**src/sv/dereq_pkg.sv**
```systemverilog
// shared types and constants for the double-ended ring queue
package dereq_pkg;

  localparam int MODE_W = 3;
  localparam int CAP_W  = 5;
  localparam logic [CAP_W-1:0] CAP_RESET = 5'd16;

  typedef enum logic [MODE_W-1:0] {
    MODE_INS_FRONT = 3'd0,
    MODE_INS_REAR  = 3'd1,
    MODE_DEL_FRONT = 3'd2,
    MODE_DEL_REAR  = 3'd3,
    MODE_QUERY     = 3'd4
  } mode_t;

  typedef struct packed {
    logic latch_in;
    logic execute;
    logic read;
    logic load_out;
  } cmd_t;

endpackage

```
**src/sv/dereq_req_if.sv**
```systemverilog
// request channel: operation code and value to insert
interface dereq_req_if #(
  parameter int DATA_BITS = 32
);
  logic                          valid;
  logic                          ready;
  logic [dereq_pkg::MODE_W-1:0]  mode;
  logic signed [DATA_BITS-1:0]   item_value;

  modport source (output valid, output mode, output item_value, input ready);
  modport sink   (input valid, input mode, input item_value, output ready);
endinterface

```
**src/sv/dereq_rsp_if.sv**
```systemverilog
// result channel: success flag, end values and fill flags
interface dereq_rsp_if #(
  parameter int DATA_BITS = 32
);
  logic                        valid;
  logic                        ready;
  logic                        accepted;
  logic signed [DATA_BITS-1:0] head_value;
  logic signed [DATA_BITS-1:0] tail_value;
  logic                        is_empty;
  logic                        is_full;

  modport source (output valid, output accepted, output head_value, output tail_value,
                  output is_empty, output is_full, input ready);
  modport sink   (input valid, input accepted, input head_value, input tail_value,
                  input is_empty, input is_full, output ready);
endinterface

```
**src/sv/double_ended_ring_queue.sv**
```systemverilog
// double-ended ring queue with a capacity register: top level
// steps from request acceptance to result valid: pointer update and memory
//   write, registered dual read, result register load
// a new request is taken only once the last has finished these steps; it
//   is taken while the last result waits
// reset: capacity 16, queue empty; entry memory content undefined, no sweep
module double_ended_ring_queue #(
  parameter int MAX_DEPTH = 16,
  parameter int DATA_BITS = 32
) (
  input  logic                         clk,
  input  logic                         rst,
  dereq_req_if.sink                    request,
  dereq_rsp_if.source                  result,
  input  logic                         cfg_valid,
  output logic                         cfg_ready,
  input  logic [dereq_pkg::CAP_W-1:0]  queue_capacity
);

  dereq_pkg::cmd_t cmd;

  // user must send capacity writes only while idle (not enforced); all taken
  assign cfg_ready = 1'b1;

  // controller owns the handshakes and the step sequence
  dereq_ctrl u_ctrl (
    .clk       (clk),
    .rst       (rst),
    .req_valid (request.valid),
    .req_ready (request.ready),
    .rsp_valid (result.valid),
    .rsp_ready (result.ready),
    .cmd       (cmd)
  );

  // datapath holds pointers, entries and the result register
  dereq_dpath #(
    .MAX_DEPTH (MAX_DEPTH),
    .DATA_BITS (DATA_BITS)
  ) u_dpath (
    .clk          (clk),
    .rst          (rst),
    .cmd          (cmd),
    .cfg_write    (cfg_valid && cfg_ready),
    .cfg_data     (queue_capacity),
    .in_mode      (request.mode),
    .in_value     (request.item_value),
    .out_accepted (result.accepted),
    .out_head     (result.head_value),
    .out_tail     (result.tail_value),
    .out_empty    (result.is_empty),
    .out_full     (result.is_full)
  );

endmodule

```
**src/sv/dereq_ctrl.sv**
```systemverilog
// sequencing controller: request intake, execute, read, result hand-off
module dereq_ctrl (
  input  logic              clk,
  input  logic              rst,
  input  logic              req_valid,
  output logic              req_ready,
  output logic              rsp_valid,
  input  logic              rsp_ready,
  output dereq_pkg::cmd_t   cmd
);

  typedef enum logic [1:0] {
    ST_IDLE,
    ST_EXEC,
    ST_READ,
    ST_FIN
  } state_t;

  state_t state;
  logic   out_free;

  assign out_free = !rsp_valid || rsp_ready;

  always_comb begin
    cmd.latch_in = req_valid && req_ready;
    cmd.execute  = (state == ST_EXEC);
    cmd.read     = (state == ST_READ);
    cmd.load_out = (state == ST_FIN) && out_free;
  end

  always_ff @(posedge clk) begin
    if (rst) begin
      state     <= ST_IDLE;
      req_ready <= 1'b1;
      rsp_valid <= 1'b0;
    end else begin
      if (rsp_valid && rsp_ready && !cmd.load_out) begin
        rsp_valid <= 1'b0;
      end
      unique case (state)
        ST_IDLE: begin
          if (req_valid && req_ready) begin
            state     <= ST_EXEC;
            req_ready <= 1'b0;
          end
        end
        ST_EXEC: begin
          state <= ST_READ;
        end
        ST_READ: begin
          state <= ST_FIN;
        end
        ST_FIN: begin
          if (out_free) begin
            state     <= ST_IDLE;
            req_ready <= 1'b1;
            rsp_valid <= 1'b1;
          end
        end
        default: begin
          state <= ST_IDLE;
        end
      endcase
    end
  end

endmodule

```
**src/sv/dereq_dpath.sv**
```systemverilog
// datapath: capacity register, ring pointers, entry memory, result register
module dereq_dpath #(
  parameter int MAX_DEPTH = 16,
  parameter int DATA_BITS = 32
) (
  input  logic                          clk,
  input  logic                          rst,
  input  dereq_pkg::cmd_t               cmd,
  input  logic                          cfg_write,
  input  logic [dereq_pkg::CAP_W-1:0]   cfg_data,
  input  logic [dereq_pkg::MODE_W-1:0]  in_mode,
  input  logic signed [DATA_BITS-1:0]   in_value,
  output logic                          out_accepted,
  output logic signed [DATA_BITS-1:0]   out_head,
  output logic signed [DATA_BITS-1:0]   out_tail,
  output logic                          out_empty,
  output logic                          out_full
);

  localparam int IDX_W = (MAX_DEPTH > 1) ? $clog2(MAX_DEPTH) : 1;
  localparam int CNT_W = $clog2(MAX_DEPTH + 1);

  logic [dereq_pkg::CAP_W-1:0]  cap_reg;
  logic [CNT_W-1:0]             cap_eff;
  logic [IDX_W-1:0]             head_index, head_next;
  logic [IDX_W-1:0]             tail_index, tail_next;
  logic [CNT_W-1:0]             entry_count, count_next;
  logic [dereq_pkg::MODE_W-1:0] op_mode;
  logic [DATA_BITS-1:0]         op_value;
  logic                         op_ok, ok_next;
  logic                         wr_en;
  logic [IDX_W-1:0]             wr_addr;
  logic [DATA_BITS-1:0]         rd_head, rd_tail;
  logic                         is_full_now, is_empty_now;

  logic [DATA_BITS-1:0] entry_store [MAX_DEPTH];

  function automatic logic [IDX_W-1:0] wrap_inc(input logic [IDX_W-1:0] i,
                                               input logic [CNT_W-1:0] cap);
    logic [CNT_W-1:0] sum;
    sum = CNT_W'(i) + CNT_W'(1);
    return (sum >= cap) ? IDX_W'(0) : IDX_W'(sum);
  endfunction

  function automatic logic [IDX_W-1:0] wrap_dec(input logic [IDX_W-1:0] i,
                                               input logic [CNT_W-1:0] cap);
    logic [CNT_W-1:0] top;
    top = cap - CNT_W'(1);
    return (i == IDX_W'(0)) ? IDX_W'(top) : i - IDX_W'(1);
  endfunction

  // zero reads as one, above the ring size saturates
  always_comb begin
    if (cap_reg == '0) begin
      cap_eff = CNT_W'(1);
    end else if (int'(cap_reg) > MAX_DEPTH) begin
      cap_eff = CNT_W'(MAX_DEPTH);
    end else begin
      cap_eff = CNT_W'(cap_reg);
    end
  end

  assign is_full_now  = (entry_count >= cap_eff);
  assign is_empty_now = (entry_count == '0);

  always_comb begin
    head_next  = head_index;
    tail_next  = tail_index;
    count_next = entry_count;
    ok_next    = 1'b0;
    wr_en      = 1'b0;
    wr_addr    = tail_index;
    unique case (op_mode)
      dereq_pkg::MODE_INS_FRONT: begin
        if (!is_full_now) begin
          head_next  = wrap_dec(head_index, cap_eff);
          wr_addr    = head_next;
          wr_en      = 1'b1;
          count_next = entry_count + CNT_W'(1);
          ok_next    = 1'b1;
        end
      end
      dereq_pkg::MODE_INS_REAR: begin
        if (!is_full_now) begin
          wr_addr    = tail_index;
          wr_en      = 1'b1;
          tail_next  = wrap_inc(tail_index, cap_eff);
          count_next = entry_count + CNT_W'(1);
          ok_next    = 1'b1;
        end
      end
      dereq_pkg::MODE_DEL_FRONT: begin
        if (!is_empty_now) begin
          head_next  = wrap_inc(head_index, cap_eff);
          count_next = entry_count - CNT_W'(1);
          ok_next    = 1'b1;
        end
      end
      dereq_pkg::MODE_DEL_REAR: begin
        if (!is_empty_now) begin
          tail_next  = wrap_dec(tail_index, cap_eff);
          count_next = entry_count - CNT_W'(1);
          ok_next    = 1'b1;
        end
      end
      dereq_pkg::MODE_QUERY: begin
        ok_next = 1'b1;
      end
      default: begin
        ok_next = 1'b0;
      end
    endcase
  end

  always_ff @(posedge clk) begin
    if (rst) begin
      cap_reg     <= dereq_pkg::CAP_RESET;
      head_index  <= '0;
      tail_index  <= '0;
      entry_count <= '0;
    end else if (cfg_write) begin
      cap_reg     <= cfg_data;
      head_index  <= '0;
      tail_index  <= '0;
      entry_count <= '0;
    end else if (cmd.execute) begin
      head_index  <= head_next;
      tail_index  <= tail_next;
      entry_count <= count_next;
    end
  end

  always_ff @(posedge clk) begin
    if (cmd.latch_in) begin
      op_mode  <= in_mode;
      op_value <= in_value;
    end
    if (cmd.execute) begin
      op_ok <= ok_next;
    end
  end

  // entry memory: one write port, two registered read ports
  always_ff @(posedge clk) begin
    if (cmd.execute && wr_en) begin
      entry_store[wr_addr] <= op_value;
    end
    if (cmd.read) begin
      rd_head <= entry_store[head_index];
      rd_tail <= entry_store[wrap_dec(tail_index, cap_eff)];
    end
  end

  always_ff @(posedge clk) begin
    if (cmd.load_out) begin
      out_accepted <= op_ok;
      out_head     <= is_empty_now ? '1 : rd_head;
      out_tail     <= is_empty_now ? '1 : rd_tail;
      out_empty    <= is_empty_now;
      out_full     <= is_full_now;
    end
  end

endmodule

```
**src/flat_wrapper.sv**
```systemverilog
// flat-port wrapper written by rule: the top's interface ports become plain ports
module double_ended_ring_queue_flat 
#(
  parameter int MAX_DEPTH = 16,
  parameter int DATA_BITS = 32
)
  (clk, rst, cfg_valid, cfg_ready, queue_capacity, request_valid, request_mode, request_item_value, request_ready, result_valid, result_accepted, result_head_value, result_tail_value, result_is_empty, result_is_full, result_ready);
  dereq_req_if #(.DATA_BITS(DATA_BITS)) request_i ();
  dereq_rsp_if #(.DATA_BITS(DATA_BITS)) result_i ();
  input  logic clk;
  input  logic rst;
  input  logic cfg_valid;
  output logic cfg_ready;
  input  logic [dereq_pkg::CAP_W-1:0] queue_capacity;
  input wire logic [$bits(request_i.valid)-1:0] request_valid;
  input wire logic [$bits(request_i.mode)-1:0] request_mode;
  input wire logic [$bits(request_i.item_value)-1:0] request_item_value;
  output wire logic [$bits(request_i.ready)-1:0] request_ready;
  output wire logic [$bits(result_i.valid)-1:0] result_valid;
  output wire logic [$bits(result_i.accepted)-1:0] result_accepted;
  output wire logic [$bits(result_i.head_value)-1:0] result_head_value;
  output wire logic [$bits(result_i.tail_value)-1:0] result_tail_value;
  output wire logic [$bits(result_i.is_empty)-1:0] result_is_empty;
  output wire logic [$bits(result_i.is_full)-1:0] result_is_full;
  input wire logic [$bits(result_i.ready)-1:0] result_ready;
  assign request_i.valid = request_valid;
  assign request_i.mode = request_mode;
  assign request_i.item_value = request_item_value;
  assign request_ready = request_i.ready;
  assign result_valid = result_i.valid;
  assign result_accepted = result_i.accepted;
  assign result_head_value = result_i.head_value;
  assign result_tail_value = result_i.tail_value;
  assign result_is_empty = result_i.is_empty;
  assign result_is_full = result_i.is_full;
  assign result_i.ready = result_ready;
  double_ended_ring_queue #(.MAX_DEPTH(MAX_DEPTH), .DATA_BITS(DATA_BITS)) u_core (.clk(clk), .rst(rst), .request(request_i), .result(result_i), .cfg_valid(cfg_valid), .cfg_ready(cfg_ready), .queue_capacity(queue_capacity));
endmodule
```
**config.mk**
```make
export PLATFORM = sky130hd
export DESIGN_NAME = double_ended_ring_queue_flat
export DESIGN_NICKNAME = d
export VERILOG_FILES = /design/src/sv/dereq_pkg.sv /design/src/sv/dereq_req_if.sv /design/src/sv/dereq_rsp_if.sv /design/src/sv/double_ended_ring_queue.sv /design/src/sv/dereq_ctrl.sv /design/src/sv/dereq_dpath.sv /design/src/flat_wrapper.sv
export SDC_FILE = /design/constraint.sdc
export NUM_CORES = 1
export LEC_CHECK = 0
export BUFFER_PORTS_ARGS = -buffer_cell sky130_fd_sc_hd__buf_2
export CORE_MARGIN = 3
export CORE_UTILIZATION = 56
export CTS_CLUSTER_DIAMETER = 30
export DETAILED_ROUTE_END_ITERATION = 7
export PLACE_DENSITY = 0.82
export SETUP_SLACK_MARGIN = 0.15
export SYNTH_ARGS = -nofsm -noshare
export SYNTH_HDL_FRONTEND = slang
export SYNTH_SLANG_ARGS = --single-unit
```
**constraint.sdc**
```tcl
create_clock -name clk -period 4.5 [get_ports clk]
set_clock_uncertainty 0.15 [all_clocks]
set_input_delay 0.675 -clock clk [delete_from_list [all_inputs] [get_ports clk]]
set_output_delay 0.675 -clock clk [all_outputs]
set_load 0.02 [all_outputs]
```
==> results of run 1 <==
placed cells by master (no fill, tap or decap), types with 13 or more instances in the layout:
cell type	n
a21oi_1	17
a32oi_1	34
buf_12	13
buf_2	113
buf_4	40
bufinv_16	19
clkbuf_16	123
clkinv_2	19
clkinvlp_4	17
dfxtp_1	18
edfxtp_1	679
ha_1	26
inv_1	50
inv_6	16
mux2_2	34
mux4_2	192
nand2_1	277
nand3_1	230
nor2_1	22
o211ai_1	67
o22ai_4	16
or2_2	66
stage by stage:
step	cell area (sq um)	worst slack, ns	total power [mW]	TNS (ns)	utilization (%)
floorplan	31110	-0.02027	9.073	-1.636	-
global placement	32870	0.5028	9.687	0	60.49
detailed placement	32870	0.4019	9.754	0	60.49
CTS	37160	0.3136	19.29	0	68.38
global route	37170	0.2987	19.79	0	68.39
finish	37170	0.4683	19.27	0	68.39
worst max-delay path: cells and delay by family (launching register included):
family | cells | cell delay, ns
AND/OR/NAND/NOR | 4 | 1.29
AO/OA/AOI/OAI | 4 | 1.15
buffers and inverters | 1 | 0.47
flip-flops | 1 | 0.33
adder cells (fa/ha/maj) | 1 | 0.25
cell usage after synthesis, drive strengths merged (6+ instances only):
cell,n,area (sq um)
a21oi,19,95.09
mux4,192,4324
mux2,35,394.1
a32oi,34,297.8
nand3,230,1151
o22ai,16,100.1
a22oi,6,45.04
ha,27,337.8
mux2i,10,100.1
nor2,23,86.33
inv,51,191.4
nand2,278,1044
edfxtp,679,20390
dfxtp,22,440.4
clkbuf,113,424.2
o211ai,67,503.0
nand2b,8,50.05
buf,23,135.1
or2,66,412.9
o21ai,12,60.05
xnor2,7,61.31
a21o,6,45.04
final cells by class:
type	count	area, sq um
Clock inverter	96	1180
Timing Repair Buffer	166	1126
Sequential cell	701	20840
Tap cell	739	924.6
Inverter	51	191.4
Multi-Input combinational cell	1083	9793
Fill cell	3267	17180
Clock buffer	131	3108
worst max path at each step:
stage / end / start / depth (start not counted) / slack, ns
global route: u_core.u_dpath.entry_store[15][2] / u_core.u_dpath.cap_reg[1] / 10 / 0.30
finish: u_core.u_dpath.entry_store[15][19] / u_core.u_dpath.cap_reg[1] / 10 / 0.47
global placement: u_core.u_dpath.entry_store[15][10] / u_core.u_dpath.cap_reg[1] / 10 / 0.50
detailed placement: u_core.u_dpath.entry_store[14][10] / u_core.u_dpath.cap_reg[1] / 10 / 0.40
CTS: u_core.u_dpath.entry_store[15][19] / u_core.u_dpath.cap_reg[1] / 10 / 0.31
floorplan: u_core.u_dpath.entry_store[10][0] / u_core.u_dpath.head_index[1] / 10 / -0.02
what timing repair did:
| item | CTS | global route |
|---|---|---|
| hold endpoints to repair | 0 | 0 |
| gates resized for setup | 0 | 1 |
| endpoints found under the setup margin | 0 | 84 |
kinds of logic (layout without fill, tap and decap cells):
| logic type | count (synthesis) | in the layout | synth area share (%) |
|---|---|---|---|
| flip-flops | 701 | 701 | 67.08 |
| adder cells (fa/ha/maj) | 28 | 28 | 1.152 |
| multiplexers | 237 | 237 | 15.52 |
| AO/OA/AOI/OAI | 180 | 180 | 4.219 |
| XOR/XNOR | 10 | 10 | 0.2821 |
| buffers and inverters | 187 | 444 | 2.418 |
| AND/OR/NAND/NOR | 627 | 627 | 9.324 |
| other | 1 | 1 | 0.01208 |
per-layer routing:
| layer | global-route usage [%] | share of wire [%] | vias up |
|---|---|---|---|
| met5 | 0 | 0 | - |
| met4 | 14.38 | 5.1 | 0 |
| met3 | 6.603 | 11 | 366 |
| met2 | 48.56 | 50 | 1648 |
| met1 | 37.53 | 34 | 10070 |
| li1 | - | - | 8129 |
power by group:
part,internal (mW),switching [mW],total (mW)
sequential,7.67,0.276,7.95
combinational,0.602,1.14,1.75
clock,6.16,3.41,9.57
==> metrics.cfg, run 1 <==
[worst_hold_path]
whs_endpoint = u_core.u_dpath.op_value[0]
whs_path_depth = 1
hold_path_class = in2reg
min_from = request_item_value[0]

[yosys]
synth_edf_count = 679
synth_ff_type = edfxtp_1
syn_avg_cell_area_sq_um = 15.76
synth-async-reset-ratio_pct = 0
synth_nets = 2044
ys_seq_elements = 701
syn_inst = 1971
yosysWarningCount = 0
synth_cell_types = 51
synth_seq_area_share_pct = 67.08
netlist_area_sq_um = 31050

[cells_and_area]
area_growth_pct = 19.68
drive_gt1_share_pct = 32.05
largest_reg_flops = 512
num_antenna_cells = 0
instances_no_fill = 2967
fin_nets = 2196
max_flop_register = u_core.u_dpath.entry_store

[worst_setup_path]
crit_chain = or4_1 -> nand2_1 -> ha_1 -> nand2b_1 -> a21oi_1 -> o21ai_0 -> a211oi_2 -> nand3_1 -> o22ai_4 -> buf_4
crit_arrival_ns = 4.17
worstReg2RegEnd = u_core.u_dpath.entry_store[15][19]
path_max_fanout = 22
critPathKind = reg2reg
reg2reg_slack_ns = 0.47
start_kind = flip-flop
worstSetupEndpointType = flip-flop
critPathRequiredTime_ns = 4.63
critPathSlowestCell = or4_1
cpPeakStageDelay_ns = 0.56
worst_r2r_startpoint = u_core.u_dpath.cap_reg[1]
r2r_cells = 10

[place]
dpl.hpwl_mm = 44.27
post-place-cells = 2740
place.gp.congestion = 0.8561
port_buffers = 113

[clock_network]
htreeDepth = 3
cts_buffers = 120
cts_hold_buf = 0
cts.sinks = 701
post_cts_buffers = 0
cts-root-buf = clkbuf_16
path_clk_slew_ns = 0.05
clock_latency_ns = 0.66
clockBufferDepth = 3
cts_tree = done

[die]
die_area_sq_um = 58320
core_area_sq_um = 54350
die_w_microns = 241.5
io_pins = 115
die_y_microns = 241.5
rows = 85
start_util_pct = 57.14

[power]
power.density_nw_per_um2 = 518.5
power_leakage_nw = 12.37
vdd_drop_max_v = 0.0003761

[grt]
grt_pass1_wl_mm = 127.5
grt_pass1_vias = 20870
grt_antenna_before_repair = 0
grt_overflow = 0
grt_max_degree = 133
grt_usage_pct = 29.47

[routing]
first_iter_violations = 3260
route.final.wire_length_mm = 84.47
num_vias = 20210
ant_nets = 0
drc = 0
wl_per_cell_microns = 28.47
via_per_inst = 6.811
drtPass1Iterations = 7

[sta]
setup_viol = 0
min_period_ns = 4.032
slew_headroom_pct = 21.15
tightest_slew_ns = 1.180
whs_ns = 0.03504
period_share_pct = 89.59
drv_slew = 0
finalHoldViolations = 0
max_freq_ghz = 0.2480
rsz0062_at_grt = no

[run_status]
run_status = finished clean

[job]
drv_cap = 0

(Power assumes the default switching activity.)
==> inputs of run 2 (changes only) <==
Settings changed: BUFFER_PORTS_ARGS -buffer_cell sky130_fd_sc_hd__buf_2 to -buffer_cell sky130_fd_sc_hd__buf_4, REMOVE_ABC_BUFFERS set to 1.
==> metrics.cfg, run 2 (synthesis gave the netlist of run 1 again) <==
[run_status]
run_status = finished clean  ; unchanged

[power]
power.density_nw_per_um2 = 507.1  ; was 518.5 nW/um^2
vdd_drop_max_v = 0.0003326  ; was 0.0003761 V
clkPwrFrac_pct = 48.5  ; was 49.7%
p_seq_share_pct = 42.0  ; was 41.3%
swShare_pct = 25.03  ; was 25.06%
power_leakage_nw = 12.47  ; was 12.37 nW
combPwrFrac_pct = 9.5  ; was 9.1%
p_int_mw = 14.20  ; was 14.44 mW
power.switching_mw = 4.743  ; was 4.828 mW

[cells_and_area]
layout_common_cells = edfxtp_1, nand2_1, nand3_1  ; unchanged
largest_reg_flops = 512  ; unchanged
area_growth_pct = 20.31  ; was 19.68%
fillers = 3264  ; was 3267
multi_input_area_sq_um = 9793  ; unchanged
seqCellArea_sq_um = 20840  ; about the same
fin_nets = 2201  ; was 2196
num_antenna_cells = 0  ; unchanged
max_flop_register = u_core.u_dpath.entry_store  ; unchanged
final_area_sq_um = 37360  ; was 37170 sq um
layout_commonest_cell = edfxtp_1  ; unchanged
drive_gt1_share_pct = 31.39  ; was 32.05%

[grt]
use_met1_pct = 37.10  ; was 37.53%
grt_overflow = 0  ; unchanged
top_usage_layer = met2  ; unchanged
grt_pass1_vias = 21150  ; was 20870
gr-usage-met3_pct = 6.785  ; was 6.603%
grt_max_degree = 133  ; unchanged
grt_pass1_wl_mm = 126.5  ; was 127.5 mm
grt_util_met2_pct = 47.22  ; was 48.56%
grt_usage_pct = 29.25  ; was 29.47%
grt_antenna_before_repair = 2  ; was 0

[worst_setup_path]
path_max_fanout = 23  ; was 22
critPathKind = reg2reg  ; unchanged
worstSetupEndpointType = flip-flop  ; unchanged
start_kind = flip-flop  ; unchanged
critPathRequiredTime_ns = 4.65  ; was 4.63 ns
crit_arrival_ns = 4.25  ; was 4.17 ns

[clock_network]
cts-root-buf = clkbuf_16  ; unchanged
path_clk_slew_ns = 0.06  ; was 0.05 ns
clockBufferDepth = 3  ; unchanged
cts_tree = done  ; unchanged
cts.sinks = 701  ; unchanged
clock_latency_ns = 0.68  ; was 0.66 ns
cts_buffers = 120  ; unchanged
htreeDepth = 3  ; unchanged

[routing]
wl_per_cell_microns = 28.21  ; was 28.47 microns
via_per_inst = 6.739  ; was 6.811
route.final.wire_length_mm = 83.84  ; was 84.47 mm
drc = 0  ; unchanged
first_iter_violations = 2684  ; was 3260
drtPass1Iterations = 8  ; was 7
ant_nets = 0  ; unchanged
num_vias = 20030  ; was 20210

[place]
dpl.hpwl_mm = 45.05  ; was 44.27 mm
dpl-instance-area_sq_um = 33200  ; was 32870 sq um
port_buffers = 113  ; unchanged
place.gp.congestion = 0.8599  ; was 0.8561

[sta]
finalHoldViolations = 0  ; unchanged
setup_viol = 0  ; unchanged
min_period_ns = 4.098  ; was 4.032 ns
rsz0062_at_grt = no  ; unchanged
setup_tns_ns = 0  ; unchanged
tightest_slew_ns = 1.128  ; was 1.180 ns
slew_headroom_pct = 24.78  ; was 21.15%
drv_slew = 0  ; unchanged
period_share_pct = 91.06  ; was 89.59%
max_freq_ghz = 0.2440  ; was 0.2480 GHz

[die]
die_w_microns = 241.5  ; unchanged
rows = 85  ; unchanged
core_area_sq_um = 54350  ; unchanged
die_area_sq_um = 58320  ; unchanged
start_util_pct = 57.14  ; unchanged
io_pins = 115  ; unchanged
die_y_microns = 241.5  ; unchanged

[job]
drv_cap = 0  ; unchanged

[worst_hold_path]
hold_path_class = in2reg  ; unchanged

[run 2: what timing repair did]
action	in CTS	in global routing
hold endpoints to repair	4	0
resized for setup	0	1
hold buffers	4	0
endpoints found under the setup margin	0	152
setup buffers	0	0
[run 2: worst max-delay path, cell delays in order (launching register included)]
cell	delay, ns
dfxtp_1	0.32
or4_1	0.54
nand2_1	0.21
ha_1	0.27
nand2b_1	0.15
a21oi_1	0.19
o21ai_0	0.20
a211oi_2	0.45
nand3_1	0.43
o22ai_4	0.33
buf_4	0.45
[run 2: layer usage]
metal / wire, microns / up-vias
met4: 4493 / 2
met5: 13 / -
met1: 28720 / 9961
li1: - / 8129
met3: 9506 / 339
met2: 41100 / 1596
[run 2: path summary, 6_finish.rpt]
path,cells after the start,to,slack [ns],start
max reg2reg,10,u_core.u_dpath.entry_store[11][26],0.40,u_core.u_dpath.cap_reg[1]
min reg2reg,0,u_core.u_dpath.out_accepted,0.31,u_core.u_dpath.op_ok
max,10,u_core.u_dpath.entry_store[11][26],0.40,u_core.u_dpath.cap_reg[1]
min,1,u_core.u_dpath.op_value[21],0.02,request_item_value[21]
[run 2: power groups by stage]
stage          logic, mW  registers (mW)  clock network, mW
3_5_place_dp        1.74            8.06                  0
2_1_floorplan       1.08            8.03                  0
4_1_cts             1.78            7.95               9.24
6_report            1.80            7.96               9.19
3_3_place_gp        1.69            8.03                  0
5_1_grt             1.91            7.98               9.54
[run 2: layout make-up]
cell class / instances / share of cell area [%]
Multi-Input combinational cell: 1083 / 26.21
Clock inverter: 101 / 2.696
Clock buffer: 126 / 8.326
Tap cell: 739 / 2.475
Timing Repair Buffer: 171 / 3.999
Inverter: 51 / 0.5124
Sequential cell: 701 / 55.78
[run 2: per-stage QoR]
stage               power, mW  utilization [%]  setup WS (ns)  hold slack (ns)  instances
global placement        9.720            61.09         0.3512           0.2920       2741
detailed placement      9.801            61.09         0.3269           0.2900       2741
floorplan               9.112                -         -4.958           0.2503       1835
global route            19.43            68.75         0.2640         0.009251       2972
finish                  18.95            68.75         0.4022          0.02162       2972
CTS                     18.97            68.74         0.2431         0.001728       2972
